[src/hw/rtl/pixel_to_rgb888_converter_macros.svh]
// assertion helpers used by the converter top level
`ifndef PIXEL_TO_RGB888_CONVERTER_MACROS_SVH
`define PIXEL_TO_RGB888_CONVERTER_MACROS_SVH

// same-cycle implication, checked outside reset
`define P2R_ASSERT_NOW(label, clk, rst, pre, post, msg) \
   label: assert property (@(posedge clk) disable iff (rst) (pre) |-> (post)) \
      else $error(msg);

// next-cycle implication, checked outside reset
`define P2R_ASSERT_NEXT(label, clk, rst, pre, post, msg) \
   label: assert property (@(posedge clk) disable iff (rst) (pre) |=> (post)) \
      else $error(msg);

`endif

[src/hw/rtl/p2r_pkg.sv]
package p2r_pkg;

   typedef enum logic [1:0] {
      FMT_RGB   = 2'd0,
      FMT_GRAY  = 2'd1,
      FMT_BGRA  = 2'd2,
      FMT_YCBCR = 2'd3
   } pix_fmt_type;

   // q0.20 unit scale
   localparam int FRAC_BITS = 20;
   localparam logic [20:0] ONE_Q  = 21'h100000;
   localparam logic [28:0] HALF_Q = 29'h0080000;

   localparam logic signed [8:0]  Y_OFFSET = 9'sd16;
   localparam logic signed [8:0]  C_OFFSET = 9'sd128;
   localparam logic signed [13:0] Y_SCALE  = 14'sd4788;
   localparam logic signed [14:0] K_R_CR   = 15'sd7372;
   localparam logic signed [14:0] K_G_CB   = 15'sd877;
   localparam logic signed [14:0] K_G_CR   = 15'sd2191;
   localparam logic signed [14:0] K_B_CB   = 15'sd8686;

   typedef struct packed {
      logic [7:0] third_byte;
      logic [7:0] second_byte;
      logic [7:0] first_byte;
   } pix_type;

   // luma normalized and chroma weighted
   typedef struct packed {
      pix_type            pix;
      logic [20:0]        yq;
      logic signed [21:0] r_term;
      logic signed [21:0] g_cb_term;
      logic signed [21:0] g_cr_term;
      logic signed [21:0] b_term;
   } terms_type;

   // channels clamped to 0..1
   typedef struct packed {
      pix_type     pix;
      logic [20:0] r_unit;
      logic [20:0] g_unit;
      logic [20:0] b_unit;
   } units_type;

   typedef struct packed {
      logic [7:0] blue;
      logic [7:0] green;
      logic [7:0] red;
   } rgb_type;

   function automatic logic [20:0] clamp_unit(input logic signed [22:0] v);
      logic [20:0] res;
      if (v < 0) begin
         res = '0;
      end else if (v > $signed({2'b00, ONE_Q})) begin
         res = ONE_Q;
      end else begin
         res = v[20:0];
      end
      return res;
   endfunction

endpackage

[src/hw/rtl/p2r_weigh.sv]
// stage 1: luma offset and scale, chroma products
module p2r_weigh (
   input  logic                clock,
   input  logic                reset,
   input  logic                in_valid,
   output logic                in_ready,
   input  p2r_pkg::pix_type    in_pix,
   output logic                out_valid,
   input  logic                out_ready,
   output p2r_pkg::terms_type  out_terms
);

   logic                signed [8:0]  y_off;
   logic                signed [8:0]  cb;
   logic                signed [8:0]  cr;
   logic                signed [22:0] y_prod;
   logic                signed [23:0] r_prod;
   logic                signed [23:0] g_cb_prod;
   logic                signed [23:0] g_cr_prod;
   logic                signed [23:0] b_prod;
   p2r_pkg::terms_type  terms;
   p2r_pkg::terms_type  terms_ff;
   p2r_pkg::terms_type  terms_in;
   logic                valid_ff;
   logic                valid_in;

   always_comb begin
      y_off = $signed({1'b0, in_pix.first_byte}) - p2r_pkg::Y_OFFSET;
      cb    = $signed({1'b0, in_pix.second_byte}) - p2r_pkg::C_OFFSET;
      cr    = $signed({1'b0, in_pix.third_byte}) - p2r_pkg::C_OFFSET;
      y_prod    = 23'(y_off) * 23'(p2r_pkg::Y_SCALE);
      r_prod    = 24'(cr) * 24'(p2r_pkg::K_R_CR);
      g_cb_prod = 24'(cb) * 24'(p2r_pkg::K_G_CB);
      g_cr_prod = 24'(cr) * 24'(p2r_pkg::K_G_CR);
      b_prod    = 24'(cb) * 24'(p2r_pkg::K_B_CB);
      terms.pix       = in_pix;
      terms.yq        = p2r_pkg::clamp_unit(y_prod);
      // products stay within +-2^21
      terms.r_term    = r_prod[21:0];
      terms.g_cb_term = g_cb_prod[21:0];
      terms.g_cr_term = g_cr_prod[21:0];
      terms.b_term    = b_prod[21:0];
   end

   always_comb begin
      in_ready = !valid_ff || out_ready;
      valid_in = in_ready ? in_valid : valid_ff;
      terms_in = (in_ready && in_valid) ? terms : terms_ff;
   end

   always_ff @(posedge clock) begin
      if (reset) begin
         valid_ff <= 1'b0;
      end else begin
         valid_ff <= valid_in;
      end
      terms_ff <= terms_in;
   end

   assign out_valid = valid_ff;
   assign out_terms = terms_ff;

endmodule

[src/hw/rtl/p2r_mix.sv]
// stage 2: channel sums and clamp to the unit range
module p2r_mix (
   input  logic                clock,
   input  logic                reset,
   input  logic                in_valid,
   output logic                in_ready,
   input  p2r_pkg::terms_type  in_terms,
   output logic                out_valid,
   input  logic                out_ready,
   output p2r_pkg::units_type  out_units
);

   logic               signed [22:0] y_wide;
   logic               signed [22:0] r_sum;
   logic               signed [22:0] g_sum;
   logic               signed [22:0] b_sum;
   p2r_pkg::units_type units;
   p2r_pkg::units_type units_ff;
   p2r_pkg::units_type units_in;
   logic               valid_ff;
   logic               valid_in;

   always_comb begin
      y_wide = $signed({2'b00, in_terms.yq});
      r_sum  = y_wide + {in_terms.r_term[21], in_terms.r_term};
      g_sum  = y_wide - {in_terms.g_cb_term[21], in_terms.g_cb_term}
                      - {in_terms.g_cr_term[21], in_terms.g_cr_term};
      b_sum  = y_wide + {in_terms.b_term[21], in_terms.b_term};
      units.pix    = in_terms.pix;
      units.r_unit = p2r_pkg::clamp_unit(r_sum);
      units.g_unit = p2r_pkg::clamp_unit(g_sum);
      units.b_unit = p2r_pkg::clamp_unit(b_sum);
   end

   always_comb begin
      in_ready = !valid_ff || out_ready;
      valid_in = in_ready ? in_valid : valid_ff;
      units_in = (in_ready && in_valid) ? units : units_ff;
   end

   always_ff @(posedge clock) begin
      if (reset) begin
         valid_ff <= 1'b0;
      end else begin
         valid_ff <= valid_in;
      end
      units_ff <= units_in;
   end

   assign out_valid = valid_ff;
   assign out_units = units_ff;

endmodule

[src/hw/rtl/p2r_quant.sv]
// stage 3: scale to 8-bit codes, format select, output register
module p2r_quant (
   input  logic                  clock,
   input  logic                  reset,
   input  p2r_pkg::pix_fmt_type  fmt,
   input  logic                  in_valid,
   output logic                  in_ready,
   input  p2r_pkg::units_type    in_units,
   output logic                  out_valid,
   input  logic                  out_ready,
   output p2r_pkg::rgb_type      out_rgb
);

   logic             [7:0] r_code;
   logic             [7:0] g_code;
   logic             [7:0] b_code;
   p2r_pkg::rgb_type rgb;
   p2r_pkg::rgb_type rgb_ff;
   p2r_pkg::rgb_type rgb_in;
   logic             valid_ff;
   logic             valid_in;

   // (v * 255 + half) >> 20, with v * 255 = (v << 8) - v
   function automatic logic [7:0] to_code(input logic [20:0] v);
      logic [28:0] acc;
      acc = {v, 8'h00} - {8'h00, v} + p2r_pkg::HALF_Q;
      return acc[p2r_pkg::FRAC_BITS +: 8];
   endfunction

   always_comb begin
      r_code = to_code(in_units.r_unit);
      g_code = to_code(in_units.g_unit);
      b_code = to_code(in_units.b_unit);
      case (fmt)
         p2r_pkg::FMT_RGB: begin
            rgb.red   = in_units.pix.first_byte;
            rgb.green = in_units.pix.second_byte;
            rgb.blue  = in_units.pix.third_byte;
         end
         p2r_pkg::FMT_GRAY: begin
            rgb.red   = in_units.pix.first_byte;
            rgb.green = in_units.pix.first_byte;
            rgb.blue  = in_units.pix.first_byte;
         end
         p2r_pkg::FMT_BGRA: begin
            rgb.red   = in_units.pix.third_byte;
            rgb.green = in_units.pix.second_byte;
            rgb.blue  = in_units.pix.first_byte;
         end
         default: begin
            rgb.red   = r_code;
            rgb.green = g_code;
            rgb.blue  = b_code;
         end
      endcase
   end

   always_comb begin
      in_ready = !valid_ff || out_ready;
      valid_in = in_ready ? in_valid : valid_ff;
      rgb_in   = (in_ready && in_valid) ? rgb : rgb_ff;
   end

   always_ff @(posedge clock) begin
      if (reset) begin
         valid_ff <= 1'b0;
      end else begin
         valid_ff <= valid_in;
      end
      rgb_ff <= rgb_in;
   end

   assign out_valid = valid_ff;
   assign out_rgb   = rgb_ff;

endmodule

[src/hw/rtl/pixel_to_rgb888_converter.sv]
// Converts one three-byte pixel per clock to an 8-bit RGB triple. The format
// register picks rgb passthrough, gray copied to all channels, bgra with alpha
// dropped, or video-range bt.709 ycbcr computed in q0.20 fixed point (a code
// may differ by one from a double-precision result). Each item passes three
// register stages: the first stage holds the luma scale and chroma products,
// the second the channel sums and clamp, and the third is the output register
// after the 8-bit rounding. Each stage holds one item with its own valid bit,
// and a stage moves whenever the one after it is empty or drained, so a new
// item is accepted every cycle while the output is taken. Write csr_wdata
// only while no item is in flight.
`include "pixel_to_rgb888_converter_macros.svh"

module pixel_to_rgb888_converter (
   input  logic        clock,
   input  logic        reset,
   input  logic        csr_we,
   input  logic [1:0]  csr_wdata,       // pixel_format
   input  logic        req_tvalid,
   output logic        req_tready,
   input  logic [23:0] req_tdata,       // first_byte, second_byte, third_byte
   output logic        rsp_tvalid,
   input  logic        rsp_tready,
   output logic [23:0] rsp_tdata        // red, green, blue
);

   p2r_pkg::pix_fmt_type fmt_ff;
   p2r_pkg::pix_fmt_type fmt_in;
   p2r_pkg::pix_type     req_pix;
   p2r_pkg::terms_type   s1_terms;
   p2r_pkg::units_type   s2_units;
   p2r_pkg::rgb_type     out_rgb;
   logic                 s1_valid;
   logic                 s1_ready;
   logic                 s2_valid;
   logic                 s2_ready;

   assign fmt_in = csr_we ? p2r_pkg::pix_fmt_type'(csr_wdata) : fmt_ff;

   always_ff @(posedge clock) begin
      if (reset) begin
         fmt_ff <= p2r_pkg::FMT_RGB;
      end else begin
         fmt_ff <= fmt_in;
      end
   end

   assign req_pix = p2r_pkg::pix_type'(req_tdata);

   p2r_weigh u_weigh (
      .clock     (clock),
      .reset     (reset),
      .in_valid  (req_tvalid),
      .in_ready  (req_tready),
      .in_pix    (req_pix),
      .out_valid (s1_valid),
      .out_ready (s1_ready),
      .out_terms (s1_terms)
   );

   p2r_mix u_mix (
      .clock     (clock),
      .reset     (reset),
      .in_valid  (s1_valid),
      .in_ready  (s1_ready),
      .in_terms  (s1_terms),
      .out_valid (s2_valid),
      .out_ready (s2_ready),
      .out_units (s2_units)
   );

   p2r_quant u_quant (
      .clock     (clock),
      .reset     (reset),
      .fmt       (fmt_ff),
      .in_valid  (s2_valid),
      .in_ready  (s2_ready),
      .in_units  (s2_units),
      .out_valid (rsp_tvalid),
      .out_ready (rsp_tready),
      .out_rgb   (out_rgb)
   );

   assign rsp_tdata = out_rgb;

   // gray items leave with all three channels equal
   `P2R_ASSERT_NOW(a_gray_equal, clock, reset,
      rsp_tvalid && (fmt_ff == p2r_pkg::FMT_GRAY),
      (out_rgb.red == out_rgb.green) && (out_rgb.green == out_rgb.blue),
      "gray item with unequal channels")

   // input stalls only when every stage holds an item
   `P2R_ASSERT_NOW(a_stall_full, clock, reset,
      !req_tready, s1_valid && s2_valid && rsp_tvalid,
      "input stalled with a free stage")

   // luma at or below black level normalizes to zero
   `P2R_ASSERT_NOW(a_luma_floor, clock, reset,
      s1_valid && (s1_terms.pix.first_byte <= 8'd16), s1_terms.yq == '0,
      "luma below black level not clamped")

   // an item appears at the output only after the sum stage held one
   `P2R_ASSERT_NEXT(a_out_source, clock, reset,
      !rsp_tvalid && !s2_valid, !rsp_tvalid,
      "output item without a source")

endmodule

[config.mk]
export PLATFORM = sky130hd
export DESIGN_NAME = pixel_to_rgb888_converter
export DESIGN_NICKNAME = d
export VERILOG_FILES = /design/src/hw/rtl/p2r_pkg.sv /design/src/hw/rtl/p2r_weigh.sv /design/src/hw/rtl/p2r_mix.sv /design/src/hw/rtl/p2r_quant.sv /design/src/hw/rtl/pixel_to_rgb888_converter.sv
export VERILOG_INCLUDE_DIRS = /design/src /design/src/hw/rtl
export SDC_FILE = /design/constraint.sdc
export NUM_CORES = 1
export LEC_CHECK = 0
export BUFFER_PORTS_ARGS = -buffer_cell sky130_fd_sc_hd__buf_2
export CELL_PAD_IN_SITES_DETAIL_PLACEMENT = 0
export CELL_PAD_IN_SITES_GLOBAL_PLACEMENT = 1
export CORE_ASPECT_RATIO = 1.25
export CORE_UTILIZATION = 25
export DETAILED_ROUTE_END_ITERATION = 12
export GPL_TIMING_DRIVEN = 0
export PLACE_DENSITY_LB_ADDON = 0.1
export SETUP_SLACK_MARGIN = 0.05
export SYNTH_ARGS = -nofsm -noshare
export SYNTH_HDL_FRONTEND = slang
export SYNTH_SLANG_ARGS = --single-unit
export TNS_END_PERCENT = 30
[constraint.sdc]
create_clock -name clock -period 10.1 [get_ports clock]
set_input_delay 2.02 -clock clock [delete_from_list [all_inputs] [get_ports clock]]
set_output_delay 2.02 -clock clock [all_outputs]
set_load 0.02 [all_outputs]
; Word-level counts from Yosys, hierarchy flattened
; Index checks and enable logic that the tools add are counted.
[op_classes]
mul = 5
muxes = 5
add_sub_neg = 13
magnitude_cmp = 8
n_reduce_logical = 14
n_eq_ne = 2
[ops]
columns = cell, count
row1 = $gt A23 B22 Y1 const B, 4
row2 = $lt A23 B1 Y1 const B, 4
row3 = $add A28 B20 Y28 const B, 3
row4 = $mux W21, 4
row5 = $sub A28 B21 Y28, 3
row6 = $pmux W24 S3, 1
row7 = $add A22 B22 Y23, 2
row8 = $sub A22 B20 Y23, 1
row9 = $sub A23 B23 Y23, 1
row10 = $mul A9 B13 Y22 const B, 1
row11 = $mul A9 B12 Y21 const B, 1
row12 = $mul A9 B14 Y21 const B, 1
row13 = $mul A9 B11 Y20 const B, 1
row14 = $mul A9 B12 Y20 const B, 1
row15 = $sub A8 B8 Y9 const B, 2
row16 = $sub A8 B5 Y9 const B, 1
row17 = $reduce_or A2 Y1, 4
row18 = $logic_and A1 B1 Y1, 3
row19 = $logic_not A1 Y1, 3
row20 = $logic_or A1 B1 Y1, 3
row21 = $eq A2 B1 Y1 const B, 1
row22 = $eq A2 B2 Y1 const B, 1
row23 = $logic_not A2 Y1, 1
[totals]
reg_bits = 244
input_bits = 31
out_inout_bits = 26

; Depth between registers and ports, before layout
; Gate-level depths: netlist of run 1.
[logic_depth]
depth_word = 5
mapped_depth = 24

; Modules after synthesis
; Synthesis of run 1 repeated with hierarchy kept, for this count alone.
[unflattened]
hier_cells = 2357
area_unflattened_um2 = 24218.2
[modules_own_cells]
columns = module, seq_area_each_um2, area_each_um2, cells_each, n_inst
row1 = p2r_weigh, 3623.5, 12756.0, 1116, 1
row2 = p2r_mix, 2632.5, 7186.9, 722, 1
row3 = p2r_quant, 740.7, 4207.8, 513, 1
row4 = pixel_to_rgb888_converter, 40.0, 67.6, 6, 1

; Worst setup path after synthesis of run 1
; No wires, ideal clock.
[synth_path]
kind = input to register
start = in rsp_tready
end = reg u_mix.units_ff, in the netlist u_mix.out_units[10] (enable)
slack_ns = 1.236
setup_time_ns = 0.655
cell_stages = 2
arrival_time_ns = 8.209
cell_sequence = nor2b_1 -> a21boi_0
[synth_between]
elab_chain_len = 3
[synth_lines]
columns = item, line_no
row1 = start: declaration, pixel_to_rgb888_converter.sv:22  ; input logic rsp_tready,
row2 = $logic_or A1 B1 Y1, p2r_quant.sv:59  ; in_ready = !valid_ff || out_ready;
row3 = $logic_or A1 B1 Y1, p2r_mix.sv:36  ; in_ready = !valid_ff || out_ready;
row4 = $logic_and A1 B1 Y1, p2r_mix.sv:38  ; units_in = (in_ready && in_valid) ? units : units_ff;
row5 = end signal: assignment, p2r_mix.sv:47  ; units_ff <= units_in;
row6 = end: declaration, p2r_mix.sv:18  ; p2r_pkg::units_type units_ff;
; Every way passes these cells.
; A chain may end at the register's enable or synchronous reset.

; Worst setup path after layout of run 1
[layout_path]
start = in req_tdata[4]
end = reg u_weigh.terms_ff, in the netlist u_weigh.out_terms[96], data pin
[layout_between]
elab_chain_len = 4
elab_cells_between_ends = 5
classes_between = add/sub (1) / mul (1) / order compare (2) / reduce/logical (1)
[layout_lines]
columns = item, line_no
row1 = start: declaration, pixel_to_rgb888_converter.sv:20  ; input logic [23:0] req_tdata,
row2 = $sub A8 B5 Y9 (*), p2r_weigh.sv:28  ; y_off = $signed({1'b0, in_pix.first_byte}) - p2r_pkg::Y_OFFSET;
row3 = $mul A9 B12 Y21 (*), p2r_weigh.sv:31  ; y_prod = 23'(y_off) * 23'(p2r_pkg::Y_SCALE);
row4 = $gt A23 B22 Y1 or $lt A23 B1 Y1 (tied branches), "p2r_pkg.sv:57, p2r_pkg.sv:55"
row5 = $reduce_or A2 Y1 (no line), n/a
row6 = end signal: assignment, p2r_weigh.sv:57  ; terms_ff <= terms_in;
row7 = end: declaration, p2r_weigh.sv:22  ; p2r_pkg::terms_type terms_ff;
; Every way passes the cells marked *; elsewhere a longest branch is shown, timed or not.

==> results of run 1 <==
-- routing by layer --
metal  share of wire (%)  wire length [um]  GRT usage, %
met1                  44             27120         16.41
met2                  51             31840         24.87
met3                 2.5              1561         1.333
met4                 2.7              1659         4.143
met5                   0                 0             0
-- sequential cells by signal (all words and copies together) (netlist names) --
signal             count
fmt_ff                 2
u_mix.out_units       84
u_mix.out_valid        1
u_quant.out_rgb       24
u_quant.out_valid      1
u_weigh.out_terms    120
u_weigh.out_valid      1
-- final cells by class --
cell class / instances / area (um^2) / share of cell area (%)
clock inverters: 21 / 220.2 / 0.8540
clock buffers: 31 / 733.2 / 2.843
flip-flops and latches: 233 / 6947 / 26.94
repair buffers: 65 / 493.0 / 1.912
well taps: 1187 / 1485 / 5.760
multi-input cells: 1559 / 14550 / 56.41
diodes: 1 / 2.502 / 0.009704
inverters: 334 / 1254 / 4.862
plain buffers: 22 / 106.4 / 0.4124
-- logic make-up after synthesis --
| family | share of synthesized area, % |
|---|---|
| XOR/XNOR | 4.643 |
| AO/OA/AOI/OAI | 11.93 |
| flip-flops | 30.44 |
| multiplexers | 0.8004 |
| AND/OR/NAND/NOR | 11.11 |
| buffers and inverters | 5.959 |
| adder cells (fa/ha/maj) | 35.12 |
-- critical path, cell delays in order --
cell,delay (ns)
buf_2,0.14
inv_1,0.23
ha_1,0.33
or3b_2,0.46
clkbuf_1,0.20
inv_1,0.27
fa_1,0.47
ha_1,0.28
inv_1,0.05
fa_1,0.50
fa_1,0.54
inv_1,0.04
ha_1,0.29
ha_1,0.31
a21oi_1,0.26
o21ai_0,0.14
a311oi_1,0.57
nor4_1,0.15
a2111oi_0,0.42
nand4_1,0.17
a21boi_2,0.30
clkbuf_2,0.25
and2_1,0.15
-- Yosys cell counts, types with 5 or more instances --
library cell / n / area, um^2
nand3_1: 34 / 170.2
ha_1: 439 / 5493
nor3_1: 35 / 175.2
o31ai_1: 9 / 67.56
xor2_1: 41 / 359.1
inv_1: 334 / 1254
a2111oi_0: 5 / 43.79
or3_1: 10 / 62.56
o21a_1: 18 / 135.1
nand4_1: 8 / 50.05
and2_1: 20 / 125.1
a31oi_1: 13 / 81.33
nor4_1: 20 / 125.1
o21bai_1: 16 / 120.1
nand2_1: 57 / 214.0
nand2b_1: 12 / 75.07
nor4b_2: 8 / 120.1
nor4b_1: 8 / 70.07
a21oi_1: 113 / 565.5
nor2_1: 117 / 439.2
clkbuf_1: 15 / 56.30
a211oi_1: 29 / 217.7
nor2_2: 10 / 62.56
edfxtp_1: 228 / 6847
nor2b_1: 36 / 225.2
o21ai_0: 54 / 270.3
dfxtp_1: 5 / 100.1
or2_2: 13 / 81.33
or4_1: 6 / 45.04
and3_1: 27 / 168.9
mux2i_1: 16 / 160.2
o31a_1: 8 / 70.07
and4_1: 6 / 52.55
a21o_1: 43 / 322.8
a211o_1: 12 / 105.1
fa_1: 126 / 2522
nor3b_1: 10 / 75.07
o211ai_1: 12 / 90.09
xnor2_1: 80 / 700.7
-- how the worst min path moves through the flow --
stage	from	endpoint	slack (ns)	cells after the start
floorplan	u_weigh.out_terms[109]$_DFFE_PP_	u_mix.out_units[63]$_DFFE_PP_	0.40	0
global placement	u_weigh.out_terms[109]$_DFFE_PP_	u_mix.out_units[63]$_DFFE_PP_	0.41	0
detailed placement	u_weigh.out_terms[110]$_DFFE_PP_	u_mix.out_units[64]$_DFFE_PP_	0.41	0
CTS	u_weigh.out_terms[110]$_DFFE_PP_	u_mix.out_units[64]$_DFFE_PP_	0.43	0
global route	u_weigh.out_terms[124]$_DFFE_PP_	u_mix.out_units[78]$_DFFE_PP_	0.43	0
finish	u_weigh.out_terms[124]$_DFFE_PP_	u_mix.out_units[78]$_DFFE_PP_	0.43	0
-- power by group through the flow --
stage | Combinational (uW) | Sequential, uW | Clock (uW)
3_5_place_dp | 5580 | 1790 | 0
3_3_place_gp | 5570 | 1800 | 0
6_report | 5540 | 1750 | 1040
2_1_floorplan | 4260 | 1590 | 0
4_1_cts | 5640 | 1780 | 1090
5_1_grt | 6300 | 1780 | 1120
-- per-stage QoR --
stage               setup TNS (ns)  setup WS (ns)  hold WS, ns  cells  utilization [%]
floorplan                        0          1.236       0.4003   2148                -
global placement           -374.37         -2.114       0.4059   3391            27.26
detailed placement               0          1.333       0.4117   3400            27.53
CTS                              0          1.902       0.4262   3452            28.59
global route                     0          1.480       0.4289   3452            28.59
finish                           0          1.962       0.4252   3453            28.59
==> results_dict.tcl, run 1 <==
set metrics [dict create \
    outcome "completed" \
    start_util_pct 25.31 \
    grt_pass1_vias 16440 \
    p_int_uw 4381 \
    rrSetupSlack_ns 5.62 \
    drt-total-wl_mm 62.17 \
    num-fill-cells 9480 \
    ir_drop_uv 171.1 \
    cp_data_arrival_time_ns 8.57 \
    crit_end "u_weigh.out_terms[96]$_SDFFCE_PP0P_" \
    ios 57 \
    synthToLayoutAreaGrowth_pct 12.98 \
    skew_ns 0.009116 \
    avgSynthCellArea_um2 10.63 \
    drt_pass1_iterations 5 \
    switching_share_pct 47.41 \
    synthCells 2148 \
    synthFlopType "edfxtp_1" \
    ys_seq_area_share_pct 30.44 \
    grt_setup_unrepaired "no" \
    setup_viol 0 \
    rr_endpoint "u_mix.out_units[35]$_SDFFCE_PP0P_" \
    drive_gt1_share_pct 8.035 \
    clk_latency_ns 0.56 \
    antenna_left 0 \
    gp_congestion 0.8019 \
    dieArea_um2 92510 \
    min_period_ns 8.138 \
    ctsResizeCount 0 \
    synth-seq-cells 233 \
    placed_cell_area_um2 24830 \
    die-height_um 339.8 \
    combPwrFrac_pct 66.5 \
    tightestPinTransition_ns 1.301 \
    final_cell_mix "ha_1 (439), inv_1 (334), edfxtp_1 (228), fa_1 (126), nor2_1 (117)" \
    reg2reg_from "u_weigh.out_terms[100]$_SDFFCE_PP0P_" \
    startpoint "req_tdata[4]" \
    io_buffer_count 56 \
    yosysUniqueCellTypes 92 \
    wl_per_cell_um 18.01 \
    critPathKind "input pin to register" \
    max_cap_viol_count 0 \
    nNetsFinal 2839 \
    timing.fmax_mhz 122.9 \
    synth_nets 2744 \
    path_max_fanout 10 \
    yosysWarningCount 0 \
    clk_pin_slew_worst_paths_ns 0.06 \
    mostFrequentLayoutCell "ha_1" \
    p_sw_uw 3949 \
    syn_area_um2 22820 \
    fp.dieW_um 272.3 \
    floorplan.rows 123 \
    hpwl_mm 52.85 \
    grt_max_degree 31 \
    clkPwrFrac_pct 12.5 \
    numCtsBuffers 28 \
    required_ns 10.53 \
    ctsHoldBuffers 0 \
    dr_total_vias 15460 \
    drt-initial-drc-count 512 \
    via_per_inst 4.476 \
    cts_setup_buffers 0 \
    leakagePower_uw 0.01176 \
    postSynth.asyncResetShare_pct 0 \
    end_kind "register" \
    grt_use_total_pct 13.53 \
    cts_tree "yes" \
    finalPower_uw 8331 \
    hold_class "register to register" \
    cts_root_buffer "clkbuf_16" \
    synth_edf_count 228 \
    clockBufferDepth 3 \
    power.density_nw_per_um2 323.1 \
    fin_area_um2 25790 \
    grt_pass1_wl_mm 95.66 \
    cts.sinks 233 \
    power_frac_seq_pct 21.0 \
    cp-start-kind "input pin" \
    drv_slew 0 \
    finalCritPeriodShare_pct 80.57 \
    drc 0 \
    slew_headroom_pct 12.52 \
    r2r_cells 11 \
    grt_antenna_before_repair 3 \
    htreeDepth 1 \
    overflow 0 \
    coreArea_um2 90180 \
    finalHoldViolations 0 \
]
Note: power is estimated with default switching activity, not from simulation.
==> run 2, diff against run 1 <==
clock period = 6.55 ns   (was 10.1 ns; I/O delays follow)
==> results_dict.tcl, run 2 (synthesis gave the netlist of run 1 again) <==
set metrics [dict create \
    outcome "completed" \
    timing.fmax_mhz 159.6 \
    finalHoldWorstSlack_ns 0.4185 \
    dieArea_um2 92510 \
    regArea_um2 6947 \
    drive_gt1_share_pct 9.243 \
    die-height_um 339.8 \
    cts.sinks 233 \
    clk_latency_ns 0.57 \
    floorplan.rows 123 \
    max_cap_viol_count 0 \
    skew_ns 0.01934 \
    grt_antenna_before_repair 2 \
    p_sw_uw 6119 \
    fin_cells 3459 \
    finalPower_uw 12980 \
    coreArea_um2 90180 \
    mostFrequentLayoutCell "ha_1" \
    setup_viol 0 \
    drc 0 \
    io_buffer_count 56 \
    ir_drop_uv 255.5 \
    combPwrFrac_pct 66.4 \
    end_kind "register" \
    grt_pass1_wl_mm 96.28 \
    worst_slack_ns 0.2856 \
    cts_root_buffer "clkbuf_16" \
    nNetsFinal 2846 \
    grt_pass1_vias 16410 \
    path_max_fanout 10 \
    required_ns 6.98 \
    overflow 0 \
    clk_pin_slew_worst_paths_ns 0.06 \
    drt-initial-drc-count 499 \
    gp_congestion 0.8042 \
    drv_slew 0 \
    p_int_uw 6863 \
    multi_input_area_um2 14650 \
    clkPwrFrac_pct 12.9 \
    dr_total_vias 15390 \
    hpwl_mm 52.91 \
    critPathKind "input pin to register" \
    leakagePower_uw 0.01183 \
    grt_setup_unrepaired "no" \
    ios 57 \
    largest_register_ffs 120 \
    num-fill-cells 9547 \
    drt-total-wl_mm 62.35 \
    cp-start-kind "input pin" \
    finalCritPeriodShare_pct 95.64 \
    tightestPinTransition_ns 1.340 \
    power.density_nw_per_um2 499.4 \
    drt_pass1_iterations 5 \
    power_frac_seq_pct 20.7 \
    synthToLayoutAreaGrowth_pct 13.91 \
    dp.cells 3400 \
    wl_per_cell_um 18.02 \
    slew_headroom_pct 9.870 \
    pre_cts_ws_ns -1.497 \
    min_period_ns 6.264 \
    finalHoldViolations 0 \
    hold_class "register to register" \
    cp_data_arrival_time_ns 6.70 \
    start_util_pct 25.31 \
    fp.dieW_um 272.3 \
    cts_tree "yes" \
    ctsHoldBuffers 0 \
    numCtsBuffers 28 \
    htreeDepth 1 \
    switching_share_pct 47.14 \
    grt_max_degree 31 \
    clockBufferDepth 3 \
    diodes 0 \
    final_cell_mix "ha_1 (436), inv_1 (328), edfxtp_1 (228), fa_1 (126), nor2_1 (117)" \
    antenna_left 0 \
    via_per_inst 4.450 \
    grt_use_total_pct 13.58 \
]
## run 2: path summary, 6_finish.rpt
kind,start,endpoint,slack (ns),depth (start not counted)
worst max register to register,u_weigh.out_terms[90]$_SDFFCE_PP0P_,u_mix.out_units[33]$_SDFFCE_PP0P_,2.16,12
worst max-delay path,req_tdata[6],u_weigh.out_terms[93]$_SDFFCE_PP0P_,0.29,18
worst min register to register,u_weigh.out_terms[110]$_DFFE_PP_,u_mix.out_units[64]$_DFFE_PP_,0.42,0
worst min-delay path,u_weigh.out_terms[110]$_DFFE_PP_,u_mix.out_units[64]$_DFFE_PP_,0.42,0
## run 2: final cells by class
cell class | count | area share (%)
Inverter | 334 | 4.875
Timing Repair Buffer | 73 | 2.108
Multi-Input combinational cell | 1559 | 56.36
Tap cell | 1187 | 5.713
Buffer | 21 | 0.4283
Clock inverter | 20 | 0.9241
Sequential cell | 233 | 26.72
Clock buffer | 32 | 2.873
## run 2: power by group through the flow
stage / logic (uW) / clock network (uW) / registers, uW
2_1_floorplan: 6570 / 0 / 2450
3_3_place_gp: 8590 / 0 / 2790
3_5_place_dp: 8620 / 0 / 2770
4_1_cts: 8740 / 1740 / 2740
5_1_grt: 9840 / 1780 / 2730
6_report: 8620 / 1680 / 2680
## run 2: per-layer routing
metal	vias to the layer above	global-route usage, %	routed length, um
li1	7867	-	-
met1	7347	16.68	27680
met2	134	25.71	32600
met3	44	0.8819	1017
met4	0	2.774	1047
met5	-	0	0
## run 2: what timing repair did
| action | CTS | global route |
|---|---|---|
| resized for setup | 17 | 12 |
| endpoints found under the setup margin | 24 | 20 |
| buffers inserted | 5 | 3 |
| pin swaps | 3 | 3 |
## run 2: through the flow
stage	instance area (um^2)	TNS [ns]	util [%]
2_1_floorplan	22820	-187.33	-
3_3_place_gp	24590	-721.21	27.26
3_5_place_dp	24820	-30.78	27.52
4_1_cts	25910	-0.1089	28.73
5_1_grt	26000	0	28.83
6_report	26000	0	28.83
## run 2: worst max-delay path: stages
cell and delay [ns]:
buf_2 0.14, nor3_1 0.32, xor2_2 0.22, fa_1 0.48, fa_1 0.55, fa_1 0.45, fa_1 0.44, ha_1 0.33
ha_4 0.26, or2_2 0.31, o31a_1 0.12, and3_1 0.22, or4_4 0.50, a2111oi_2 0.30, nand4_1 0.19, a21boi_4 0.23
clkbuf_8 0.18, and2_1 0.14
==> run 3, diff against run 2 <==
BUFFER_PORTS_ARGS = default   (was -buffer_cell sky130_fd_sc_hd__buf_2)
DONT_BUFFER_PORTS = 1   (was default)
==> results_dict.tcl, run 3 (synthesis gave the netlist of run 1 again) <==
set metrics [dict create \
    synthToLayoutAreaGrowth_pct 12.63 \
    grt_antenna_before_repair 4 \
    hold_class "register to register" \
    ir_drop_uv 236.2 \
    via_per_inst 4.517 \
    overflow 0 \
    finalCritPeriodShare_pct 95.31 \
    worst_slack_ns 0.3072 \
    cts_tree "yes" \
    grt_pass1_wl_mm 96.48 \
    drt-total-wl_mm 62.90 \
    grt_use_total_pct 13.72 \
    ios 57 \
    cts_root_buffer "clkbuf_16" \
    pre_cts_ws_ns -1.396 \
    gp_congestion 0.7908 \
    slew_headroom_pct 9.688 \
    fp.dieW_um 272.3 \
    cts.sinks 233 \
    end_kind "register" \
    die-height_um 339.8 \
    io_buffer_count 0 \
    cp_data_arrival_time_ns 6.68 \
    coreArea_um2 90180 \
    clk_latency_ns 0.57 \
    grt_max_degree 30 \
    finalPower_uw 13010 \
    leakagePower_uw 0.01160 \
    grt_pass1_vias 16330 \
    dieArea_um2 92510 \
    cp-start-kind "input pin" \
    htreeDepth 1 \
    drt_pass1_iterations 5 \
    grt_setup_unrepaired "yes" \
    floorplan.rows 123 \
    hold_depth 0 \
    clockBufferDepth 3 \
    clk_pin_slew_worst_paths_ns 0.06 \
    drt-initial-drc-count 532 \
    diodes 0 \
    hpwl_mm 53.39 \
    nNetsFinal 2788 \
    setup_viol 0 \
    power.density_nw_per_um2 506.1 \
    drc 0 \
    largest_register_ffs 120 \
    r2r_cells 11 \
    antenna_left 0 \
    required_ns 6.98 \
    finalHoldWorstSlack_ns 0.4228 \
    numCtsBuffers 29 \
    drv_slew 0 \
    outcome "completed" \
    mostFrequentLayoutCell "ha_1" \
    wl_per_cell_um 18.50 \
    critPathKind "input pin to register" \
    timing.fmax_mhz 160.2 \
    dr_total_vias 15360 \
    min_period_ns 6.243 \
    skew_ns 0.01333 \
    final_cell_mix "ha_1 (436), inv_1 (330), edfxtp_1 (228), fa_1 (126), nor2_1 (117)" \
    drive_gt1_share_pct 6.775 \
    path_max_fanout 4 \
    tightestPinTransition_ns 1.343 \
    setup_tns_ns 0 \
    fin_util_pct 28.50 \
    finalHoldViolations 0 \
    start_util_pct 25.31 \
    max_cap_viol_count 0 \
]
==> run 3: final timing paths <==
check                                      startpoint                             endpoint  slack (ns)
setup reg to reg  u_weigh.out_terms[90]$_SDFFCE_PP0P_    u_mix.out_units[35]$_SDFFCE_PP0P_        2.24
hold reg to reg      u_weigh.out_terms[124]$_DFFE_PP_        u_mix.out_units[78]$_DFFE_PP_        0.42
setup / recovery                         req_tdata[5]  u_weigh.out_terms[90]$_SDFFCE_PP0P_        0.31
hold / removal       u_weigh.out_terms[124]$_DFFE_PP_        u_mix.out_units[78]$_DFFE_PP_        0.42
==> run 3: layout make-up <==
type | count | area, um^2
inverters | 334 | 1267
fillers | 9489 | 64480
well taps | 1187 | 1485
multi-input cells | 1559 | 14630
clock inverters | 20 | 260.3
clock buffers | 33 | 770.7
plain buffers | 21 | 105.1
flip-flops and latches | 233 | 6947
repair buffers | 14 | 235.2
==> run 3: layer usage <==
metal  wire length, um  global-route usage (%)  part of all wire, %
met1             27240                   16.49                   43
met2             32350                   25.43                   51
met3              1531                   1.319                  2.4
met4              1783                   4.178                  2.8
met5                 0                       0                    0
==> run 3: where the power goes <==
part / switching (uW) / leakage, uW / total (uW) / internal (uW)
registers: 415 / 0.00218 / 2700 / 2290
clock network: 685 / 0.000500 / 1730 / 1050
logic: 5000 / 0.00893 / 8580 / 3570
total: 6100 / 0.0116 / 13000 / 6910
==> run 3: critical path, cell delays in order <==
cell       delay [ns]
inv_1            0.07
ha_4             0.18
or3b_4           0.41
inv_4            0.11
fa_1             0.42
ha_1             0.28
inv_1            0.05
fa_1             0.51
fa_1             0.54
inv_1            0.04
ha_1             0.28
ha_1             0.33
inv_1            0.12
o21ai_1          0.11
and3_1           0.20
or4_4            0.50
a2111oi_2        0.36
nand4_1          0.22
a21boi_4         0.26
buf_4            0.15
buf_4            0.09
and2_1           0.12
==> run 3: timing repair <==
| item | 4_1_cts | 5_1_grt |
|---|---|---|
| setup endpoints to repair | 19 | 19 |
| pin swaps | 2 | 5 |
| gates resized for setup | 13 | 11 |
| hold buffers | 0 | 0 |
| setup buffers | 3 | 2 |
| cloned | 0 | 0 |
==> run 3: per-stage QoR <==
stage / std cells / area (um^2)
after floorplan: 2148 / 22820
after global placement: 3335 / 24310
after detailed placement: 3344 / 24530
after CTS: 3399 / 25640
after global routing: 3401 / 25700
final: 3401 / 25700
